`config.mk`:
```
export PLATFORM = sky130hd
export DESIGN_NAME = kti_front_flat
export DESIGN_NICKNAME = d
export VERILOG_FILES = /design/src/sv/kernel_table_interpolator_macros.svh /design/src/sv/kti_pkg.sv /design/src/sv/kti_if.sv /design/src/sv/kti_front.sv /design/src/flat_wrapper.sv
export SDC_FILE = /design/constraint.sdc
export NUM_CORES = 2
export LEC_CHECK = 0
export ABC_AREA = 1
export BUFFER_PORTS_ARGS = -buffer_cell sky130_fd_sc_hd__buf_4
export CORE_UTILIZATION = 30
export CTS_BUF_LIST = sky130_fd_sc_hd__clkbuf_2 sky130_fd_sc_hd__clkbuf_4 sky130_fd_sc_hd__clkbuf_8
export DETAILED_ROUTE_END_ITERATION = 10
export HOLD_SLACK_MARGIN = 0.08
export SYNTH_ARGS = -nofsm -noshare
export SYNTH_HDL_FRONTEND = slang
export SYNTH_SLANG_ARGS = --single-unit
```
`constraint.sdc`:
```
create_clock -name i_clk -period 9.9 [get_ports i_clk]
set_input_delay 0.99 -clock i_clk [delete_from_list [all_inputs] [get_ports i_clk]]
set_output_delay 0.99 -clock i_clk [all_outputs]
set_load 0.1 [all_outputs]
```
`src/sv/kernel_table_interpolator_macros.svh`:
```
// assertion macros for the kernel table interpolator
`ifndef KERNEL_TABLE_INTERPOLATOR_MACROS_SVH
`define KERNEL_TABLE_INTERPOLATOR_MACROS_SVH
// property that must hold on every edge out of reset
`define KTI_ASSERT(label, prop, msg) \
    label: assert property (@(posedge i_clk) disable iff (!i_rst_n) (prop)) \
        else $error(msg);
// implication whose consequent is checked in the next cycle
`define KTI_ASSERT_NEXT(label, cond, prop, msg) \
    label: assert property (@(posedge i_clk) disable iff (!i_rst_n) (cond) |=> (prop)) \
        else $error(msg);
`endif

```
`src/sv/kti_pkg.sv`:
```
// shared types and constants for the kernel table interpolator
`timescale 1ns / 1ps
package kti_pkg;
    localparam int TABLE_DEPTH_DEF = 1024;
    localparam logic CMD_LOAD  = 1'b0;
    localparam logic CMD_QUERY = 1'b1;
    localparam logic [0:0] REG_TABLE_COUNT = 1'd0;
    localparam logic [0:0] REG_ETA_SCALE   = 1'd1;
    localparam logic [10:0] TABLE_COUNT_RST = 11'd2;
    localparam logic [31:0] ETA_SCALE_RST   = 32'd65536;

    typedef struct packed {
        logic [31:0] kernel_value;
        logic        beyond_table;
    } t_result;
endpackage

```
`src/sv/kti_if.sv`:
```
// valid/ready channel interfaces for items, results and config writes
`timescale 1ns / 1ps
interface kti_in_if;
    logic        valid;
    logic        ready;
    logic        cmd;
    logic [9:0]  entry_index;
    logic [23:0] entry_eta;
    logic signed [31:0] entry_weight;
    logic [31:0] g_squared;
    modport source (output valid, cmd, entry_index, entry_eta, entry_weight, g_squared,
                    input ready);
    modport sink   (input valid, cmd, entry_index, entry_eta, entry_weight, g_squared,
                    output ready);
endinterface


```
`src/sv/kti_front.sv`:
```
// front end: accepts items, writes loads, computes eta for queries into a queue
`timescale 1ns / 1ps
module kti_front #(
    parameter int TABLE_DEPTH = 1024,
    parameter int QDEPTH = 2
) (
    input  logic        i_clk,
    input  logic        i_rst_n,
    kti_in_if.sink      in_ch,
    input  logic [31:0] i_eta_scale,
    output logic        o_we,
    output logic [$clog2(TABLE_DEPTH)-1:0] o_waddr,
    output logic [23:0] o_weta,
    output logic [31:0] o_wweight,
    output logic        o_qvalid,
    output logic [39:0] o_qeta,
    input  logic        i_qpop,
    input  logic        i_back_busy
);
    import kti_pkg::*;
    localparam int AW = $clog2(TABLE_DEPTH);
    localparam int QW = (QDEPTH > 1) ? $clog2(QDEPTH) : 1;

    typedef enum logic [2:0] {
        S_IDLE = 3'b001, S_SQRT = 3'b010, S_MUL = 3'b100
    } t_fstate;

    t_fstate     r_st;
    logic [47:0] r_rem;
    logic [47:0] r_val;
    logic [23:0] r_root;
    logic [4:0]  r_cnt;
    logic [39:0] r_eta [QDEPTH];
    logic [QW-1:0] r_wp, r_rp;
    logic [QW:0] r_fill;

    logic acc, push;
    logic [49:0] trial;
    logic [25:0] tsub;
    logic [55:0] prod;

    // a load waits until no query is in flight so it cannot overtake one
    assign in_ch.ready = (r_st == S_IDLE) && (r_fill != (QW+1)'(QDEPTH)) &&
                         ((in_ch.cmd == CMD_QUERY) || ((r_fill == '0) && !i_back_busy));
    assign acc = in_ch.valid && in_ch.ready;
    // load indexes past the depth are dropped
    assign o_we = acc && (in_ch.cmd == CMD_LOAD) &&
                  ({22'd0, in_ch.entry_index} < 32'(TABLE_DEPTH));
    assign o_waddr = AW'(in_ch.entry_index);
    assign o_weta = in_ch.entry_eta;
    assign o_wweight = in_ch.entry_weight;

    // restoring square root, one result bit per cycle, 24 bits of root
    assign trial = {r_rem[47:0], r_val[47:46]};
    assign tsub = {r_root, 2'b01};
    assign prod = r_root * i_eta_scale;
    assign push = (r_st == S_MUL);

    always_ff @(posedge i_clk) begin
        if (!i_rst_n) begin
            r_st <= S_IDLE;
            r_wp <= '0;
            r_rp <= '0;
            r_fill <= '0;
        end else begin
            case (r_st)
                S_IDLE: if (acc && in_ch.cmd == CMD_QUERY) begin
                    r_val <= {in_ch.g_squared, 16'd0};
                    r_rem <= '0;
                    r_root <= '0;
                    r_cnt <= 5'd0;
                    r_st <= S_SQRT;
                end
                S_SQRT: begin
                    if (trial >= {24'd0, tsub}) begin
                        r_rem <= 48'(trial - {24'd0, tsub});
                        r_root <= {r_root[22:0], 1'b1};
                    end else begin
                        r_rem <= trial[47:0];
                        r_root <= {r_root[22:0], 1'b0};
                    end
                    r_val <= {r_val[45:0], 2'b00};
                    r_cnt <= r_cnt + 5'd1;
                    if (r_cnt == 5'd23) r_st <= S_MUL;
                end
                S_MUL: begin
                    r_eta[r_wp] <= prod[55:16];
                    r_wp <= (r_wp == QW'(QDEPTH - 1)) ? '0 : r_wp + 1'b1;
                    r_st <= S_IDLE;
                end
                default: r_st <= S_IDLE;
            endcase
            if (i_qpop) r_rp <= (r_rp == QW'(QDEPTH - 1)) ? '0 : r_rp + 1'b1;
            r_fill <= r_fill + (push ? 1'b1 : 1'b0) - (i_qpop ? 1'b1 : 1'b0);
        end
    end

    assign o_qvalid = (r_fill != '0);
    assign o_qeta = r_eta[r_rp];
endmodule

```
`src/flat_wrapper.sv`:
```
// flat-port wrapper written by rule: the top's interface ports become plain ports
module kti_front_flat import kti_pkg::*;
#(
    parameter int TABLE_DEPTH = 1024,
    parameter int QDEPTH = 2
)
  (i_clk, i_rst_n, i_eta_scale, o_we, o_waddr, o_weta, o_wweight, o_qvalid, o_qeta, i_qpop, i_back_busy, in_ch_valid, in_ch_cmd, in_ch_entry_index, in_ch_entry_eta, in_ch_entry_weight, in_ch_g_squared, in_ch_ready);
  kti_in_if in_ch_i ();
  input  logic i_clk;
  input  logic i_rst_n;
  input  logic [31:0] i_eta_scale;
  output logic o_we;
  output logic [$clog2(TABLE_DEPTH)-1:0] o_waddr;
  output logic [23:0] o_weta;
  output logic [31:0] o_wweight;
  output logic o_qvalid;
  output logic [39:0] o_qeta;
  input  logic i_qpop;
  input  logic i_back_busy;
  input wire logic [$bits(in_ch_i.valid)-1:0] in_ch_valid;
  input wire logic [$bits(in_ch_i.cmd)-1:0] in_ch_cmd;
  input wire logic [$bits(in_ch_i.entry_index)-1:0] in_ch_entry_index;
  input wire logic [$bits(in_ch_i.entry_eta)-1:0] in_ch_entry_eta;
  input wire logic [$bits(in_ch_i.entry_weight)-1:0] in_ch_entry_weight;
  input wire logic [$bits(in_ch_i.g_squared)-1:0] in_ch_g_squared;
  output wire logic [$bits(in_ch_i.ready)-1:0] in_ch_ready;
  assign in_ch_i.valid = in_ch_valid;
  assign in_ch_i.cmd = in_ch_cmd;
  assign in_ch_i.entry_index = in_ch_entry_index;
  assign in_ch_i.entry_eta = in_ch_entry_eta;
  assign in_ch_i.entry_weight = in_ch_entry_weight;
  assign in_ch_i.g_squared = in_ch_g_squared;
  assign in_ch_ready = in_ch_i.ready;
  kti_front #(.TABLE_DEPTH(TABLE_DEPTH), .QDEPTH(QDEPTH)) u_core (.i_clk(i_clk), .i_rst_n(i_rst_n), .in_ch(in_ch_i), .i_eta_scale(i_eta_scale), .o_we(o_we), .o_waddr(o_waddr), .o_weta(o_weta), .o_wweight(o_wweight), .o_qvalid(o_qvalid), .o_qeta(o_qeta), .i_qpop(i_qpop), .i_back_busy(i_back_busy));
endmodule
```
# Word level (Yosys, flattened, before mapping)
# Memory sizes are Yosys's and may differ from the RTL's. A register that Yosys moved wholly into a read port is not among the register bits.
# Index checks and enable logic that the tools add are counted.
# totals
ff_bits,132
mem_bits_rw,80
inputBits,136
output_inout_bits,109
wordCells,60
mem_count,1
# mem_list
memory,words,word_bits,rd,rd_clocked_by_memory_dff,wr,line_no,rtl
u_core.r_eta,2,40,1,1,1,kti_front.sv:33,logic [39:0] r_eta [QDEPTH];
# op_classes
n_addsub,6
mul,1
order_cmp,1
eq_ne,7
mux,22
bitwise,1
n_reduce_logical,13
# op_table
cell,count
one-hot mux 48 bit (2 select lines),2
2-to-1 mux 48 bit,3
multiplier 24 x 32 -> 56 bit,1
>= comparator 50 x 26 -> 1 bit,1
one-hot mux 24 bit (2 select lines),1
subtractor 48 x 26 -> 48 bit,1
2-to-1 mux 24 bit,1
2-to-1 mux 1 bit,10
one-hot mux 5 bit (2 select lines),1
logical AND 1 bit,6
2-to-1 mux 3 bit,2
one-hot mux 3 bit (2 select lines),1
adder 5 x 1 -> 5 bit (second input constant),1
== test 5 bit (second input constant),1
2-to-1 mux 5 bit,1
!= test 2 bit (second input constant),2
nonzero test 2 bit,2
== test 3 x 1 -> 1 bit (second input constant),1
== test 3 x 2 -> 1 bit (second input constant),1
== test 3 bit (second input constant),1
AND reduction 3 bit,1
adder 1 bit (second input constant),2
adder 2 bit,1
logical NOT 2 bit,1
6 further kinds,6

# Depth between registers and ports, before layout
# depth
word_depth,8
mapped_depth,30
mapped_depth_nobuf,28

# Worst setup path before layout
# Ideal clock, no wire load.
# synth_timing
path_kind,input to register
from,in i_eta_scale[29]
to,"mem u_core.r_eta[0][36], data pin"
arrival_time_ps,6256
required_time_ps,9644
setup_slack_ps,3388
cell_stages,23
cell_sequence,clkbuf_1 -> nand2_1 -> fa_1 -> inv_1 -> fa_1 -> inv_1 -> fa_1 -> fa_1 -> inv_1 -> fa_1 -> fa_1 -> inv_1 -> fa_1 -> inv_1 -> ha_1 -> a21o_1 -> a21oi_1 -> a21boi_0 -> nand2_1 -> a21oi_1 -> nand2_1 -> nand2_1 -> nand2_1
# synth_via
elab_chain_cells,1
# synth_lines
item,line_no,rtl
start: declaration,flat_wrapper.sv:11,input logic [31:0] i_eta_scale;
multiplier 24 x 32 -> 56 bit,kti_front.sv:56,assign prod = r_root * i_eta_scale;
net u_core.prod[52],kti_front.sv:40,logic [55:0] prod;
end: declaration,kti_front.sv:33,
# The timed path passes the listed nets, and every way through them passes these cells.

# Final worst setup path
# layout_timing
from,reg u_core.r_root[3]
to,"mem u_core.r_eta[1][21], data pin"
# layout_via
elab_chain_cells,1
# layout_lines
item,line_no,rtl
start: declaration,kti_front.sv:31,logic [23:0] r_root;
start signal: assignment,kti_front.sv:77,"r_root <= {r_root[22:0], 1'b1};"
start signal: assignment,kti_front.sv:80,"r_root <= {r_root[22:0], 1'b0};"
multiplier 24 x 32 -> 56 bit,kti_front.sv:56,
net u_core.prod[37],kti_front.sv:40,
# The timed path passes the listed nets, and every way through them passes these cells.

==> summary.txt <==
Routing
  • DR pass1 iterations: 11
  • DRT iter0 DRCs: 2290
  • Total wire length: 111000 um
  • Antenna viol nets, final: 0
  • DRC Markers: 8
  • Wirelength per Cell: 17.1 um
  • Vias/cell: approximately 4.5
  • Routed via count: approximately 29000

Worst setup path
  • Worst path required time: 10.15 ns
  • CP arrival: 7.78 ns
  • Reg-to-Reg End: u_core.r_eta[1][21]
  • Endpoint class of the critical path: register
  • CP Capture Point: u_core.r_eta[1][21]
  • Crit path kind: reg -> reg
  • Crit. Startpoint: u_core.r_root[3]
  • Reg-to-reg critical path startpoint: u_core.r_root[3]
  • Critical path launch point type: register
  • CP Max Fanout: 27
  • Worst R2R Setup Slack: 2.37 ns
  • Worst R2R Path Depth: 21

STA
  • Worst Tran Pin Value: 1.04 ns
  • Period minus WS final: 7.53 ns
  • Final Max Slew Viols: 0
  • Final hold violation count: 0
  • Max Clk Rate: approximately 130 MHz
  • Layout Skew: roughly 0.024 ns
  • Final Setup Violations: 0
  • Final period util: 76.0%
  • Rel. slew slack: 30.8%
  • Setup tns final: 0 ns
  • Setup WS post-layout: ~2.4 ns
  • RSZ-0062 raised after global routing: no

Clocking
  • CTS sink cnt: 197
  • Post-CTS setup buffer count: 0
  • Cts bufs inserted: 17
  • Clock Pin Slew Worst Setup and Hold Paths: 0.11 ns
  • PostCTS Resize Cnt: 0
  • Hold-fix buffer count after cts: 0
  • Later-pin clock latency in the skew report: 0.51 ns
  • CTS Buffer Depth: 2
  • H-tree depth: 4
  • CTS tree: yes
  • Clk root buf: clkbuf_8

Yosys
  • Mapped Nets: 5920
  • Seq/Total Area, Yosys: 15.5%
  • Top-area cell type share of the netlist area: 35.0%
  • Xor-xnor portion of the synthesized cell area: about 1.2%
  • Largest family of logic cells by synthesized area: adder cells
  • Post-synthesis compound-gate area fraction: 2.86%
  • Multiplexer share of the synthesized area: 1.20%
  • Synth area leader: fa_1
  • Ys flop type: edfxtp_1
  • YS warnings: 0
  • Post-synth cell types: 46
  • Number of flops mapped to enable cells by yosys: 189
  • Synth area leaders: fa_1 35%, edfxtp_1 15%, nand2_1 14%
  • Fraction of the mapped netlist area in adder cells: 41.8%
  • Synth Cell Area: 37600 um^2
  • Async S/R FF share, synth: 0%
  • Cell with the most instances after synthesis: nand2_1
  • Mapped Avg Cell Area: 7.65 um^2
  • Mapped Cells: 4920
  • Seq cells post-synth: around 200
  • Area share of and/or/nand/nor cells after synthesis: 20.0%
  • Most frequent cells after synthesis: 1406 x nand2_1, 1405 x inv_1, 657 x fa_1, 304 x nor2_1, 207 x ha_1

Run status
  • Run status: finished, violations left
  • Failing checks: design-rule violations

Placement
  • Pre-CTS setup slack: 2.36 ns
  • Hpwl dp: 88400 um
  • Buffers on Ports: about 110
  • Placed Instances: approximately 6500
  • Routability congestion estimate from global placement: around 0.93

Job
  • Max Cap Viol: 0

Floorplanning
  • Initial core utilization: 30.3%
  • Die H: about 360 um
  • I/O Pins: 245
  • Rows: 129
  • Die X-Extent: around 360 um
  • Die area: 127000 um^2
  • Core Area: 124000 um^2

GRT
  • Vias in the first global route: 31000
  • First-pass GRT wire length: 176000 um
  • Initial antenna violation count: 3
  • Total global routing overflow: 0
  • Total GRT Usage: roughly 18%
  • Largest net degree at the start of global routing: 83

Layout
  • Nets: between 5000 and 6000
  • Core Util, Final: 32.2%
  • Non-filler cells, final: 6483
  • Share of cells above drive strength 1: 5.68%
  • P&R area growth vs syn: 6.19%
  • Fill count: around 13000

Hold path
  • Hold crit path type: reg -> reg
[placed cells by master (no fill, tap or decap), drive strengths merged, types with 6 or more instances in the layout]
cell type	n
nand3	101
xor2	30
xnor2	21
clkinv	6
nor2	320
buf	143
o21bai	17
clkbuf	17
o21ai	71
mux2	40
fa	657
nand2	1420
inv	1428
edfxtp	189
ha	207
nor3	25
a21oi	98
nand4	26
dfxtp	8
[final cells by class]
cell class                 count  area (um^2)  area share, %
multi-input combinational   3054        25200           63.2
sequential                   197         5840           14.6
inverter                    1419         5330           13.3
tap                         1637         2050           5.13
timing repair buffer         143         1070           2.69
clock buffer                  17          234          0.586
clock inverter                15          191          0.479
antenna                        1         2.50        0.00626
[critical path: stages, from the launching register on]
cell and delay [ns]:
edfxtp_1 0.66, buf_4 0.47, nand2_1 0.16, fa_1 0.58
inv_1 0.05, fa_1 0.48, inv_1 0.08, fa_1 0.45
fa_1 0.54, fa_1 0.56, inv_1 0.05, fa_1 0.48
inv_1 0.05, fa_1 0.53, inv_1 0.06, ha_1 0.37
a21oi_1 0.27, nand2_1 0.14, a21oi_1 0.37, nand3_1 0.33
a21oi_1 0.28, xnor2_1 0.27
[kinds of logic after synthesis]
kind of cell,count (synthesis)
flip-flops,197
multiplexers,40
adder cells (fa/ha/maj),864
AO/OA/AOI/OAI,195
AND/OR/NAND/NOR,1904
XOR/XNOR,51
buffers and inverters,1669
[worst min-delay path by stage]
stage	start	to	slack [ns]	cells after the start
3_3_place_gp	u_core.r_wp	u_core.r_wp	0.45	2
2_1_floorplan	u_core.r_wp	u_core.r_wp	0.44	2
6_report	u_core.r_wp	u_core.r_wp	0.48	2
5_1_grt	u_core.r_wp	u_core.r_wp	0.50	2
4_1_cts	u_core.r_wp	u_core.r_wp	0.48	2
3_5_place_dp	u_core.r_wp	u_core.r_wp	0.46	2
[routing by layer]
metal	vias to the layer above	global-route usage [%]	share of wire (%)
li1	13800	-	-
met1	14600	23.6	43
met2	885	30.7	48
met3	137	2.15	5.8
met4	4	5.41	3.2
met5	-	0	0.021
[metrics by stage]
stage | instance area, um^2 | hold WS [ns]
floorplan | 37600 | 0.440
global placement | 39500 | 0.448
detailed placement | 39500 | 0.462
CTS | 40000 | 0.478
global route | 40000 | 0.502
finish | 40000 | 0.479
[state kept, by name (all words and copies together) (netlist names), named ones only]
name	cells
u_core.r_fill	2
u_core.r_eta	80
u_core.r_val	32
u_core.r_rem	48
u_core.r_cnt	5
u_core.r_root	24
u_core.r_rp	1
u_core.r_st	3
u_core.r_wp	1
Power is not shown: default switching activity piles up to over one toggle a cycle in this logic, so the estimate is an artifact.
